$ cat config.mk
export PLATFORM = sky130hd
export DESIGN_NAME = map_palette_shader
export DESIGN_NICKNAME = d
export VERILOG_FILES = /design/src/rtl/mps_pkg.sv /design/src/rtl/mps_palette.sv /design/src/rtl/mps_shade.sv /design/src/rtl/mps_mix.sv /design/src/rtl/map_palette_shader.sv
export SDC_FILE = /design/constraint.sdc
export NUM_CORES = 2
export LEC_CHECK = 0
export ABC_AREA = 1
export BUFFER_PORTS_ARGS = -buffer_cell sky130_fd_sc_hd__buf_2
export CORE_ASPECT_RATIO = 0.8
export CORE_MARGIN = 2
export CORE_UTILIZATION = 40
export CTS_CLUSTER_DIAMETER = 150
export CTS_CLUSTER_SIZE = 25
export DETAILED_ROUTE_END_ITERATION = 12
export GPL_TIMING_DRIVEN = 0
export PLACE_DENSITY = 0.63
export RECOVER_POWER = 50
export SYNTH_ARGS = -nofsm -noshare
export SYNTH_HDL_FRONTEND = slang
export SYNTH_HIERARCHICAL = 1
export SYNTH_SLANG_ARGS = --single-unit
$ cat constraint.sdc
create_clock -name clk -period 4.8 [get_ports clk]
set_input_delay 0.48 -clock clk [delete_from_list [all_inputs] [get_ports clk]]
set_output_delay 0.48 -clock clk [all_outputs]
set_load 0.02 [all_outputs]
$ cat src/rtl/mps_pkg.sv
package mps_pkg;

	// field widths
	localparam int POS_W  = 14;
	localparam int CODE_W = 8;
	localparam int SLOT_W = 5;
	localparam int RGB_W  = 24;
	localparam int ARGB_W = 32;
	localparam int CHAN_W = 8;
	localparam int PROD_W = 16;  // channel * shade factor
	localparam int SUM_W  = 15;  // weighted channel sum, at most 25500

	// defaults for top level parameters
	localparam int PALETTE_ENTRIES_DEF = 32;
	localparam int MAP_WIDTH_DEF       = 128;

	// color code layout
	localparam int IDX_MSB   = 6;
	localparam int IDX_LSB   = 2;
	localparam int IDX_W     = IDX_MSB - IDX_LSB + 1;
	localparam int CODE_HIGH = 7;  // set for codes of 128 and above

	// request commands
	localparam logic CMD_PIXEL = 1'b0;
	localparam logic CMD_WRITE = 1'b1;

	// shade codes and factors
	localparam logic [1:0] SHADE_DARK   = 2'd0;
	localparam logic [1:0] SHADE_BRIGHT = 2'd2;
	localparam logic [7:0] FACTOR_DARK   = 8'd180;
	localparam logic [7:0] FACTOR_BRIGHT = 8'd255;
	localparam logic [7:0] FACTOR_NORMAL = 8'd220;

	// x / 255 for x < 2^16 as (x * 65794) >> 24
	localparam int RECIP255    = 65794;
	localparam int RECIP255_SH = 24;
	// x / 100 for x < 2^15 as (x * 41944) >> 22
	localparam int RECIP100    = 41944;
	localparam int RECIP100_SH = 22;

	// anaglyph mixing weights
	localparam int MIX_R  = 30;
	localparam int MIX_RG = 59;
	localparam int MIX_RB = 11;
	localparam int MIX_GB = 70;

	// alpha values
	localparam logic [7:0] ALPHA_OPAQUE = 8'd255;
	localparam logic [7:0] ALPHA_EVEN   = 8'd16;
	localparam logic [7:0] ALPHA_ODD    = 8'd24;

	typedef struct packed {
		logic [CHAN_W-1:0] r;
		logic [CHAN_W-1:0] g;
		logic [CHAN_W-1:0] b;
	} rgb_t;

	typedef struct packed {
		logic [PROD_W-1:0] r;
		logic [PROD_W-1:0] g;
		logic [PROD_W-1:0] b;
	} prod_t;

	typedef struct packed {
		logic [SUM_W-1:0] r;
		logic [SUM_W-1:0] g;
		logic [SUM_W-1:0] b;
	} sum_t;

	// per-stage load enables
	typedef struct packed {
		logic s1;
		logic s2;
		logic s3;
		logic s4;
		logic s5;
	} stage_en_t;

endpackage

$ cat src/rtl/mps_palette.sv
module mps_palette #(
	parameter int PALETTE_ENTRIES = mps_pkg::PALETTE_ENTRIES_DEF
) (
	input  logic                       clk,
	input  mps_pkg::stage_en_t         en,
	input  logic                       wr_en,
	input  logic [mps_pkg::SLOT_W-1:0] wr_slot,
	input  logic [mps_pkg::RGB_W-1:0]  wr_rgb,
	input  logic [mps_pkg::IDX_W-1:0]  rd_idx,
	output logic [mps_pkg::RGB_W-1:0]  base_s1
);
	import mps_pkg::*;

	localparam int AW = (PALETTE_ENTRIES > 1) ? $clog2(PALETTE_ENTRIES) : 1;

	logic [RGB_W-1:0] mem_q [PALETTE_ENTRIES];
	logic [AW-1:0]    wr_addr;
	logic [AW-1:0]    rd_addr;
	logic             wr_ok;

	assign wr_addr = AW'(wr_slot);
	assign rd_addr = AW'(rd_idx);
	assign wr_ok   = wr_en && (int'(wr_slot) < PALETTE_ENTRIES);

	// write port, slots past the end are dropped
	always_ff @(posedge clk) begin
		if (wr_ok) begin
			mem_q[wr_addr] <= wr_rgb;
		end
	end

	// registered read, held while stage 1 is stalled
	always_ff @(posedge clk) begin
		if (en.s1) begin
			base_s1 <= mem_q[rd_addr];
		end
	end

endmodule

$ cat src/rtl/mps_shade.sv
module mps_shade (
	input  logic                      clk,
	input  mps_pkg::stage_en_t        en,
	input  logic [mps_pkg::RGB_W-1:0] base_s1,
	input  logic [1:0]                shade_s1,
	output mps_pkg::rgb_t             chan_s3
);
	import mps_pkg::*;

	rgb_t        base;
	logic [7:0]  factor;
	prod_t       prod_s2;

	function automatic logic [CHAN_W-1:0] div255(input logic [PROD_W-1:0] x);
		logic [PROD_W+16:0] p;
		p = (PROD_W+17)'(x) * (PROD_W+17)'(RECIP255);
		return p[RECIP255_SH+CHAN_W-1:RECIP255_SH];
	endfunction

	assign base = rgb_t'(base_s1);

	// shade factor from the low code bits
	always_comb begin
		case (shade_s1)
			SHADE_DARK:   factor = FACTOR_DARK;
			SHADE_BRIGHT: factor = FACTOR_BRIGHT;
			default:      factor = FACTOR_NORMAL;
		endcase
	end

	// stage 2: channel * factor
	always_ff @(posedge clk) begin
		if (en.s2) begin
			prod_s2.r <= PROD_W'(base.r) * PROD_W'(factor);
			prod_s2.g <= PROD_W'(base.g) * PROD_W'(factor);
			prod_s2.b <= PROD_W'(base.b) * PROD_W'(factor);
		end
	end

	// stage 3: divide by 255
	always_ff @(posedge clk) begin
		if (en.s3) begin
			chan_s3.r <= div255(prod_s2.r);
			chan_s3.g <= div255(prod_s2.g);
			chan_s3.b <= div255(prod_s2.b);
		end
	end

endmodule

$ cat src/rtl/mps_mix.sv
module mps_mix (
	input  logic                       clk,
	input  mps_pkg::stage_en_t         en,
	input  logic                       anaglyph,
	input  mps_pkg::rgb_t              chan_s3,
	input  logic                       clear_s4,
	input  logic                       parity_s4,
	output logic [mps_pkg::ARGB_W-1:0] argb_s5
);
	import mps_pkg::*;

	sum_t sum_s4;
	rgb_t chan_s4;
	rgb_t mixed;

	function automatic logic [CHAN_W-1:0] div100(input logic [SUM_W-1:0] x);
		logic [SUM_W+15:0] p;
		p = (SUM_W+16)'(x) * (SUM_W+16)'(RECIP100);
		return p[RECIP100_SH+CHAN_W-1:RECIP100_SH];
	endfunction

	// stage 4: weighted sums for red-cyan mixing
	always_ff @(posedge clk) begin
		if (en.s4) begin
			chan_s4  <= chan_s3;
			sum_s4.r <= SUM_W'(chan_s3.r) * SUM_W'(MIX_R) + SUM_W'(chan_s3.g) * SUM_W'(MIX_RG)
				+ SUM_W'(chan_s3.b) * SUM_W'(MIX_RB);
			sum_s4.g <= SUM_W'(chan_s3.r) * SUM_W'(MIX_R) + SUM_W'(chan_s3.g) * SUM_W'(MIX_GB);
			sum_s4.b <= SUM_W'(chan_s3.r) * SUM_W'(MIX_R) + SUM_W'(chan_s3.b) * SUM_W'(MIX_GB);
		end
	end

	assign mixed.r = div100(sum_s4.r);
	assign mixed.g = div100(sum_s4.g);
	assign mixed.b = div100(sum_s4.b);

	// stage 5: final pixel
	always_ff @(posedge clk) begin
		if (en.s5) begin
			if (clear_s4) begin
				argb_s5 <= {(parity_s4 ? ALPHA_ODD : ALPHA_EVEN), {RGB_W{1'b0}}};
			end else if (anaglyph) begin
				argb_s5 <= {ALPHA_OPAQUE, mixed};
			end else begin
				argb_s5 <= {ALPHA_OPAQUE, chan_s4};
			end
		end
	end

endmodule

$ cat src/rtl/map_palette_shader.sv
// Pipeline: five register stages, s1 to s5; an accepted pixel request enters s1 and leaves from s5.
// Throughput: one request per cycle unless stalled; palette writes take one slot and give no result.
// The five stages advance independently, so bubbles close up while the output is stalled.
// Reset clears the stage valid bits and the anaglyph mode register.
// The palette is not cleared by reset; entries hold garbage until written.
module map_palette_shader #(
	parameter int PALETTE_ENTRIES = mps_pkg::PALETTE_ENTRIES_DEF,
	parameter int MAP_WIDTH       = mps_pkg::MAP_WIDTH_DEF
) (
	input  logic                        clk,
	input  logic                        arst_n,
	input  logic                        cfg_wr_en,
	input  logic                        cfg_wr_data,
	input  logic                        in_valid,
	output logic                        in_stall,
	input  logic                        cmd,
	input  logic [mps_pkg::POS_W-1:0]   pixel_index,
	input  logic [mps_pkg::CODE_W-1:0]  color_code,
	input  logic [mps_pkg::SLOT_W-1:0]  palette_slot,
	input  logic [mps_pkg::RGB_W-1:0]   palette_rgb,
	output logic                        out_valid,
	input  logic                        out_stall,
	output logic [mps_pkg::ARGB_W-1:0]  argb,
	output logic [mps_pkg::POS_W-1:0]   out_index
);
	import mps_pkg::*;

	// pos / MAP_WIDTH as (pos * DIV_M) >> DIV_SH, exact for all 14-bit pos
	localparam int DIV_L  = $clog2(MAP_WIDTH);
	localparam int DIV_SH = POS_W + DIV_L;
	localparam int DIV_M  = ((1 << DIV_SH) + MAP_WIDTH - 1) / MAP_WIDTH;
	localparam int DIV_PW = POS_W + 16;

	logic anaglyph_q;

	logic valid_s1, valid_s2, valid_s3, valid_s4, valid_s5;
	logic rdy1, rdy2, rdy3, rdy4, rdy5;
	stage_en_t en;

	logic              accept;
	logic [IDX_W-1:0]  idx;
	logic              clear_in;

	logic [POS_W-1:0]  pos_s1, pos_s2, pos_s3, pos_s4, pos_s5;
	logic [DIV_PW-1:0] divprod_s1;
	logic [1:0]        shade_s1;
	logic              clear_s1, clear_s2, clear_s3, clear_s4;
	logic              parity_s2, parity_s3, parity_s4;
	logic [RGB_W-1:0]  base_s1;
	rgb_t              chan_s3;
	logic [ARGB_W-1:0] argb_s5;

	// configuration register
	always_ff @(posedge clk or negedge arst_n) begin
		if (!arst_n) begin
			anaglyph_q <= 1'b0;
		end else if (cfg_wr_en) begin
			anaglyph_q <= cfg_wr_data;
		end
	end

	// each stage loads when it is empty or its successor moves
	assign rdy5 = !valid_s5 || !out_stall;
	assign rdy4 = !valid_s4 || rdy5;
	assign rdy3 = !valid_s3 || rdy4;
	assign rdy2 = !valid_s2 || rdy3;
	assign rdy1 = !valid_s1 || rdy2;
	assign en   = '{s1: rdy1, s2: rdy2, s3: rdy3, s4: rdy4, s5: rdy5};

	assign in_stall = !rdy1;
	assign accept   = in_valid && rdy1;

	// valid bits
	always_ff @(posedge clk or negedge arst_n) begin
		if (!arst_n) begin
			valid_s1 <= 1'b0;
			valid_s2 <= 1'b0;
			valid_s3 <= 1'b0;
			valid_s4 <= 1'b0;
			valid_s5 <= 1'b0;
		end else begin
			if (rdy1) valid_s1 <= accept && (cmd == CMD_PIXEL);
			if (rdy2) valid_s2 <= valid_s1;
			if (rdy3) valid_s3 <= valid_s2;
			if (rdy4) valid_s4 <= valid_s3;
			if (rdy5) valid_s5 <= valid_s4;
		end
	end

	// transparent: high codes, index zero, index past the palette
	assign idx      = color_code[IDX_MSB:IDX_LSB];
	assign clear_in = color_code[CODE_HIGH] || (idx == '0) || (int'(idx) >= PALETTE_ENTRIES);

	// sideband pipeline
	always_ff @(posedge clk) begin
		if (rdy1) begin
			pos_s1     <= pixel_index;
			divprod_s1 <= DIV_PW'(pixel_index) * DIV_PW'(DIV_M);
			shade_s1   <= color_code[1:0];
			clear_s1   <= clear_in;
		end
		if (rdy2) begin
			pos_s2    <= pos_s1;
			clear_s2  <= clear_s1;
			parity_s2 <= pos_s1[0] ^ divprod_s1[DIV_SH];
		end
		if (rdy3) begin
			pos_s3    <= pos_s2;
			clear_s3  <= clear_s2;
			parity_s3 <= parity_s2;
		end
		if (rdy4) begin
			pos_s4    <= pos_s3;
			clear_s4  <= clear_s3;
			parity_s4 <= parity_s3;
		end
		if (rdy5) begin
			pos_s5 <= pos_s4;
		end
	end

	mps_palette #(
		.PALETTE_ENTRIES(PALETTE_ENTRIES)
	) u_palette (
		.clk     (clk),
		.en      (en),
		.wr_en   (accept && (cmd == CMD_WRITE)),
		.wr_slot (palette_slot),
		.wr_rgb  (palette_rgb),
		.rd_idx  (idx),
		.base_s1 (base_s1)
	);

	mps_shade u_shade (
		.clk      (clk),
		.en       (en),
		.base_s1  (base_s1),
		.shade_s1 (shade_s1),
		.chan_s3  (chan_s3)
	);

	mps_mix u_mix (
		.clk       (clk),
		.en        (en),
		.anaglyph  (anaglyph_q),
		.chan_s3   (chan_s3),
		.clear_s4  (clear_s4),
		.parity_s4 (parity_s4),
		.argb_s5   (argb_s5)
	);

	assign out_valid = valid_s5;
	assign argb      = argb_s5;
	assign out_index = pos_s5;

	// palette writes never enter the pipeline
	a_write_no_result: assert property (@(posedge clk) disable iff (!arst_n)
		in_valid && !in_stall && (cmd == CMD_WRITE) |=> !valid_s1)
		else $error("palette write produced a pipeline entry");

	// a pixel request enters stage 1 with its position
	a_pixel_enters: assert property (@(posedge clk) disable iff (!arst_n)
		in_valid && !in_stall && (cmd == CMD_PIXEL) |=> valid_s1 && (pos_s1 == $past(pixel_index)))
		else $error("pixel request lost at stage 1");

	// input stalls only with every stage full and the output blocked
	a_stall_full: assert property (@(posedge clk) disable iff (!arst_n)
		in_stall |-> valid_s1 && valid_s2 && valid_s3 && valid_s4 && valid_s5 && out_stall)
		else $error("input stalled with room in the pipeline");

	// non-opaque results are checkerboard pixels with no color
	a_clear_black: assert property (@(posedge clk) disable iff (!arst_n)
		valid_s5 && (argb_s5[ARGB_W-1:RGB_W] != ALPHA_OPAQUE) |-> (argb_s5[RGB_W-1:0] == '0))
		else $error("transparent pixel carries color");

endmodule

Word-level counts from Yosys, hierarchy flattened
Memory sizes are Yosys's and may differ from the RTL's. A register that Yosys moved wholly into a read port is not among the register bits.
Index checks and enable logic that the tools add are counted.
- register bits after elaboration: 258
- RAM bits: 768
- bits of input ports: 58
- output and inout port bits: 48
- memories: 1
- add/sub/neg operators: 4
- multiply operators: 14
- equality and inequality tests: 1
- muxes and demuxes: 6
- bitwise operators: 2
- reduce and logical (&&, ||, !) cells: 18
- memory list (name ; depth ; bits a word ; read ports ; clocked after memory_dff ; write ports ; line ; source):
    u_palette.mem_q ; 32 ; 24 ; 1 ; 1 ; 1 ; mps_palette.sv:16 ; logic [RGB_W-1:0] mem_q [PALETTE_ENTRIES];
- operators with widths (kind ; number):
    16-bit by 16-bit multiplier with 31-bit output (second input constant) ; 3
    15-bit by 13-bit multiplier with 27-bit output (second input constant) ; 3
    8-bit by 8-bit multiplier with 16-bit output ; 3
    8-bit by 6-bit multiplier with 14-bit output (second input constant) ; 3
    32-bit two-way mux ; 1
    13-bit by 15-bit adder with 15-bit output ; 2
    8-bit by 4-bit multiplier with 12-bit output (second input constant) ; 2
    24-bit two-way mux ; 1
    13-bit by 14-bit adder with 15-bit output ; 1
    15-bit by 12-bit adder with 15-bit output ; 1
    7-bit one-hot mux with 2 select lines ; 1
    1-bit zero test ; 7
    1-bit logical OR ; 6
    5-bit zero test ; 1
    4-bit two-way mux ; 1
    1-bit logical AND ; 3
    2-bit == test (second input constant) ; 1
    2-bit zero test ; 1
    1-bit two-way mux ; 2
    1-bit NOT ; 1
    1-bit XOR ; 1

Longest topological paths before layout
- depth in word-level cells: 10
- depth in mapped cells: 24

Cells and area by module
The synthesis kept the hierarchy.
- by module, submodules not included (module ; times used ; cells each ; area an instance (um^2) ; sequential area each (um^2)):
    mps_palette ; 1 ; 2665 ; 32000.7 ; 23782.8
    mps_mix ; 1 ; 2365 ; 20318.2 ; 2822.7
    mps_shade ; 1 ; 1506 ; 12604.6 ; 2162.1
    map_palette_shader ; 1 ; 110 ; 2666.3 ; 2522.4

Worst setup path after synthesis
No wires, ideal clock.
- path kind: register -> register
- start: register u_shade/chan_s3[16] (netlist name)
- end: register u_mix/sum_s4[42] (netlist bit) (data pin)
- arrival time: 4980 ps
- required time: 4538 ps
- slack: -442 ps
- stages on the path, launching flop included: 19
- period minus slack after synthesis: 5242 ps
- cell sequence: edfxtp_1 -> fa_1 -> fa_1 -> inv_1 -> fa_1 -> o21ai_1 -> xor2_1 -> inv_1 -> fa_1 -> inv_1 -> fa_1 -> fa_1 -> inv_1 -> ha_1 -> a21o_1 -> a21oi_2 -> o21ai_1 -> a21oi_1 -> xor2_1
- longest elaborated chain between the ends: 3
- RTL lines (element ; line ; source):
    8-bit by 4-bit multiplier with 12-bit output ; mps_mix.sv:26 ; sum_s4.r <= SUM_W'(chan_s3.r) * SUM_W'(MIX_R) + SUM_W'(chan_s3.g) * SUM_W'(MIX_RG)
    13-bit by 14-bit adder with 15-bit output ; mps_mix.sv:26 ;
    15-bit by 12-bit adder with 15-bit output ; mps_mix.sv:27 ; + SUM_W'(chan_s3.b) * SUM_W'(MIX_RB);
    end, declared ; mps_mix.sv:12 ; sum_t sum_s4;
Every way passes these cells.
A chain may end at the register's enable or synchronous reset.

Worst setup path after layout
- start: register u_shade/chan_s3[17] (netlist name)
- end: register u_mix/sum_s4[42] (netlist bit) (data pin)
- longest elaborated chain between the ends: 3
- RTL lines (element ; line):
    8-bit by 4-bit multiplier with 12-bit output ; mps_mix.sv:26
    13-bit by 14-bit adder with 15-bit output ; mps_mix.sv:26
    15-bit by 12-bit adder with 15-bit output ; mps_mix.sv:27
Every way passes these cells.

==> qor.yml <==
drt_iter0_drc: 4462
overflow: 0
clk_pin_slew_worst_paths_ps: 110
fmax_ghz: 0.189
use_met2: 0.323
worstPathArrival_ps: 5730
fp.dieH_microns: 372
synth_edf_count: 1037
grt_pass1_wl_microns: 270000
yosys_register_bits: 1043
cp-start-kind: "register"
hp-start: "cfg_wr_en"
synth.distinct_cells: 49
endpoint_kind: "register"
fillers: 15800
wirelength_microns: 179000
antenna_left: 0
timing.final.crit_share: 1.10
wire_per_inst_microns: 19.4
holdPathStages: 2
cts_tree: "done"
finalMaxSlewViolations: 794
status: "finished, violations left"
setup_viol: 9
grt_pass1_vias: 45700
skew_ps: 46.4
rrSetupSlack_ps: -480
clock_path_buffers: 3
async_flop_share: 0.00575
cts_root_buf: "clkbuf_16"
vias: 47100
cp_max_fo: 5
die_x_microns: 464
cpMostUsedCell: "inv_2"
clock_latency_ps: 730
setup_slack_ps: -480
drcViolationCount: 0
area_growth_pct: 10.9
nets: 8106
hold_viol: 0
worstMarginPinSlew_ps: 2290
ys_seq_area_frac: 0.463
hold_end: "anaglyph_q"
synthFlopType: "edfxtp_1"
max_stage_delay_ps: 570
tns_ps: -3460
clkSinkCount: 1043
grt_max_degree: 74
ios: 106
r2r.worst_path.cells: 22
final_layout_size_suffix_gt1_frac: 0.0962
cts-htree-levels: 2
portBuffers: 104
hold_class: "in -> reg"
slew_headroom: -0.525
synth_fp_nets: 7789
fp-row-count: 134
grt_most_used_layer: "met2"
grtUsageMet1: 0.300
avgSynthCellArea_sq_um: 10.2
place_congestion: 0.911
drtPass1Iterations: 9
reg2reg_to: "u_mix/sum_s4[42]"
place_hpwl_microns: 134000
syn-cell-area_sq_um: 67600
dieArea_sq_um: 172000
worstSetupPathType: "reg -> reg"
antenna_found_initial: 8
netlist_instances: 6646
period_needed_ps: 5280
worstPathRequired_ps: 5250
critPathSlowestCell: "fa_1"
failed_checks: "max-capacitance violations, max-slew violations, negative setup slack"
reg2reg_from: "u_shade/chan_s3[17]"
via_per_inst: 5.11
grt_usage: 0.205
start_util: 0.404
max-cap-violations: 24
core_area_sq_um: 167000
worstPathCellList: "buf_6, inv_2, fa_1, fa_1, inv_2, ha_4, a21o_1, a31oi_1, xor2_1, inv_2, fa_1, inv_2, fa_2, fa_1, inv_2, ha_4, nand2_2, inv_2, a21oi_4, o21ai_2, a21oi_2, xor2_1"
numCtsBuffers: 49
rsz0062_at_grt: "true"
use_met3: 0.0284
yosys_warnings: 6
[metrics by stage]
stage,utilization,worst slack (ps),instance area (sq um),hold WS [ps],instances
2_1_floorplan,-,-160,67700,184,6646
3_3_place_gp,0.425,-781,71100,400,8994
3_5_place_dp,0.429,-821,71700,405,9021
4_1_cts,0.442,-471,73900,1.46,9150
5_1_grt,0.448,-666,74900,39.4,9223
6_report,0.448,-480,74900,56.9,9225
[cell usage in the layout (no fill, tap or decap), types with 16 or more instances in the layout]
cell / n
nand2_1: 1662
edfxtp_1: 1037
inv_1: 976
nand3_1: 719
ha_1: 679
fa_1: 370
nor2_1: 271
buf_2: 174
a21oi_1: 155
buf_4: 111
o21ai_0: 73
clkbuf_1: 65
xor2_1: 59
clkbuf_16: 49
nor2_2: 46
nand4_1: 46
buf_6: 43
xnor2_1: 38
a21oi_2: 33
ha_4: 30
nor3_1: 28
nand2_2: 27
inv_2: 27
o21bai_1: 24
dlygate4sd3_1: 19
buf_8: 18
o21ai_1: 16
o21ai_2: 16
[state kept, by name, indices dropped and copies added, names as in the netlist, 2 cells and up]
| register | count |
|---|---|
| u_palette/base_s1 | 24 |
| u_mix/chan_s4 | 24 |
| u_shade/prod_s2 | 48 |
| out_index | 14 |
| u_shade/chan_s3 | 24 |
| u_palette/mem_q | 768 |
| shade_s1 | 2 |
| u_mix/sum_s4 | 43 |
| pos_s2 | 14 |
| pos_s3 | 14 |
| pos_s1 | 14 |
| pos_s4 | 14 |
| u_mix/argb_s5 | 27 |
[layout make-up]
cell class,count,area [sq um],share of cell area
Antenna cell,3,7.51,0.000100
Buffer,180,1170,0.0156
Clock buffer,56,1250,0.0167
Clock inverter,10,139,0.00185
Inverter,1009,3800,0.0508
Multi-Input combinational cell,4414,32400,0.432
Sequential cell,1043,31300,0.418
Tap cell,2244,2810,0.0375
Timing Repair Buffer,266,2100,0.0280
[worst max path at each step]
stage	startpoint	end	slack (ps)
after CTS	u_shade/chan_s3[17]	u_mix/sum_s4[44]	-470
after detailed placement	u_shade/chan_s3[16]	u_mix/sum_s4[42]	-820
after global placement	u_shade/chan_s3[16]	u_mix/sum_s4[42]	-780
final	u_shade/chan_s3[17]	u_mix/sum_s4[42]	-480
after floorplan	u_shade/chan_s3[18]	u_mix/sum_s4[42]	-160
after global routing	u_shade/chan_s3[17]	u_mix/sum_s4[39]	-670
[cells in the mapped netlist, types with 7 or more instances]
master    number  share of area
nand2_1     1686          0.094
edfxtp_1    1037           0.46
inv_1       1000          0.056
nand3_1      723          0.054
ha_1         711           0.13
fa_1         374           0.11
nor2_1       319          0.018
a21oi_1      185          0.014
buf_2        102         0.0076
o21ai_0       83         0.0061
xor2_1        62         0.0080
nand4_1       46         0.0043
xnor2_1       43         0.0056
buf_6         38         0.0063
nor3_1        31         0.0023
o21bai_1      25         0.0028
clkbuf_1      20         0.0011
o21ai_1       18         0.0013
a21o_1        15         0.0017
a31oi_1       13         0.0012
buf_4         12         0.0013
nor2_2        10        0.00093
a21boi_0       7        0.00078
buf_1          7        0.00039
nor3_2         7         0.0010
[critical path, delay by kind of cell (launching register included)]
kind / cells / cell delay, ps
flip-flops: 1 / 490
buffers and inverters: 7 / 460
AO/OA/AOI/OAI: 5 / 710
adder cells (fa/ha/maj): 7 / 2960
XOR/XNOR: 2 / 340
AND/OR/NAND/NOR: 1 / 60
[logic make-up after synthesis]
kind of cell	count (synthesis)	share of synthesized area
XOR/XNOR	107	0.0141
AO/OA/AOI/OAI	373	0.0308
flip-flops	1043	0.463
buffers and inverters	1189	0.0730
AND/OR/NAND/NOR	2847	0.176
other	1	0.0000555
multiplexers	1	0.000167
adder cells (fa/ha/maj)	1085	0.242
[routing by layer]
layer	wire length (microns)	share of wire	vias to the layer above
li1	-	-	22500
met1	82000	0.46	22900
met5	0	0	-
met3	13100	0.073	169
met4	3940	0.022	0
met2	80000	0.45	1464
[what timing repair did]
item | 4_1_cts | 5_1_grt
hold buffers | 18 | 1
buffers inserted | 45 | 75
pin swaps | 29 | 44
endpoints found under the hold margin | 22 | 1
setup endpoints to repair | 37 | 62
resized for setup | 54 | 126
Power is not shown: default switching activity piles up to over one toggle a cycle in this logic, so the estimate is an artifact.
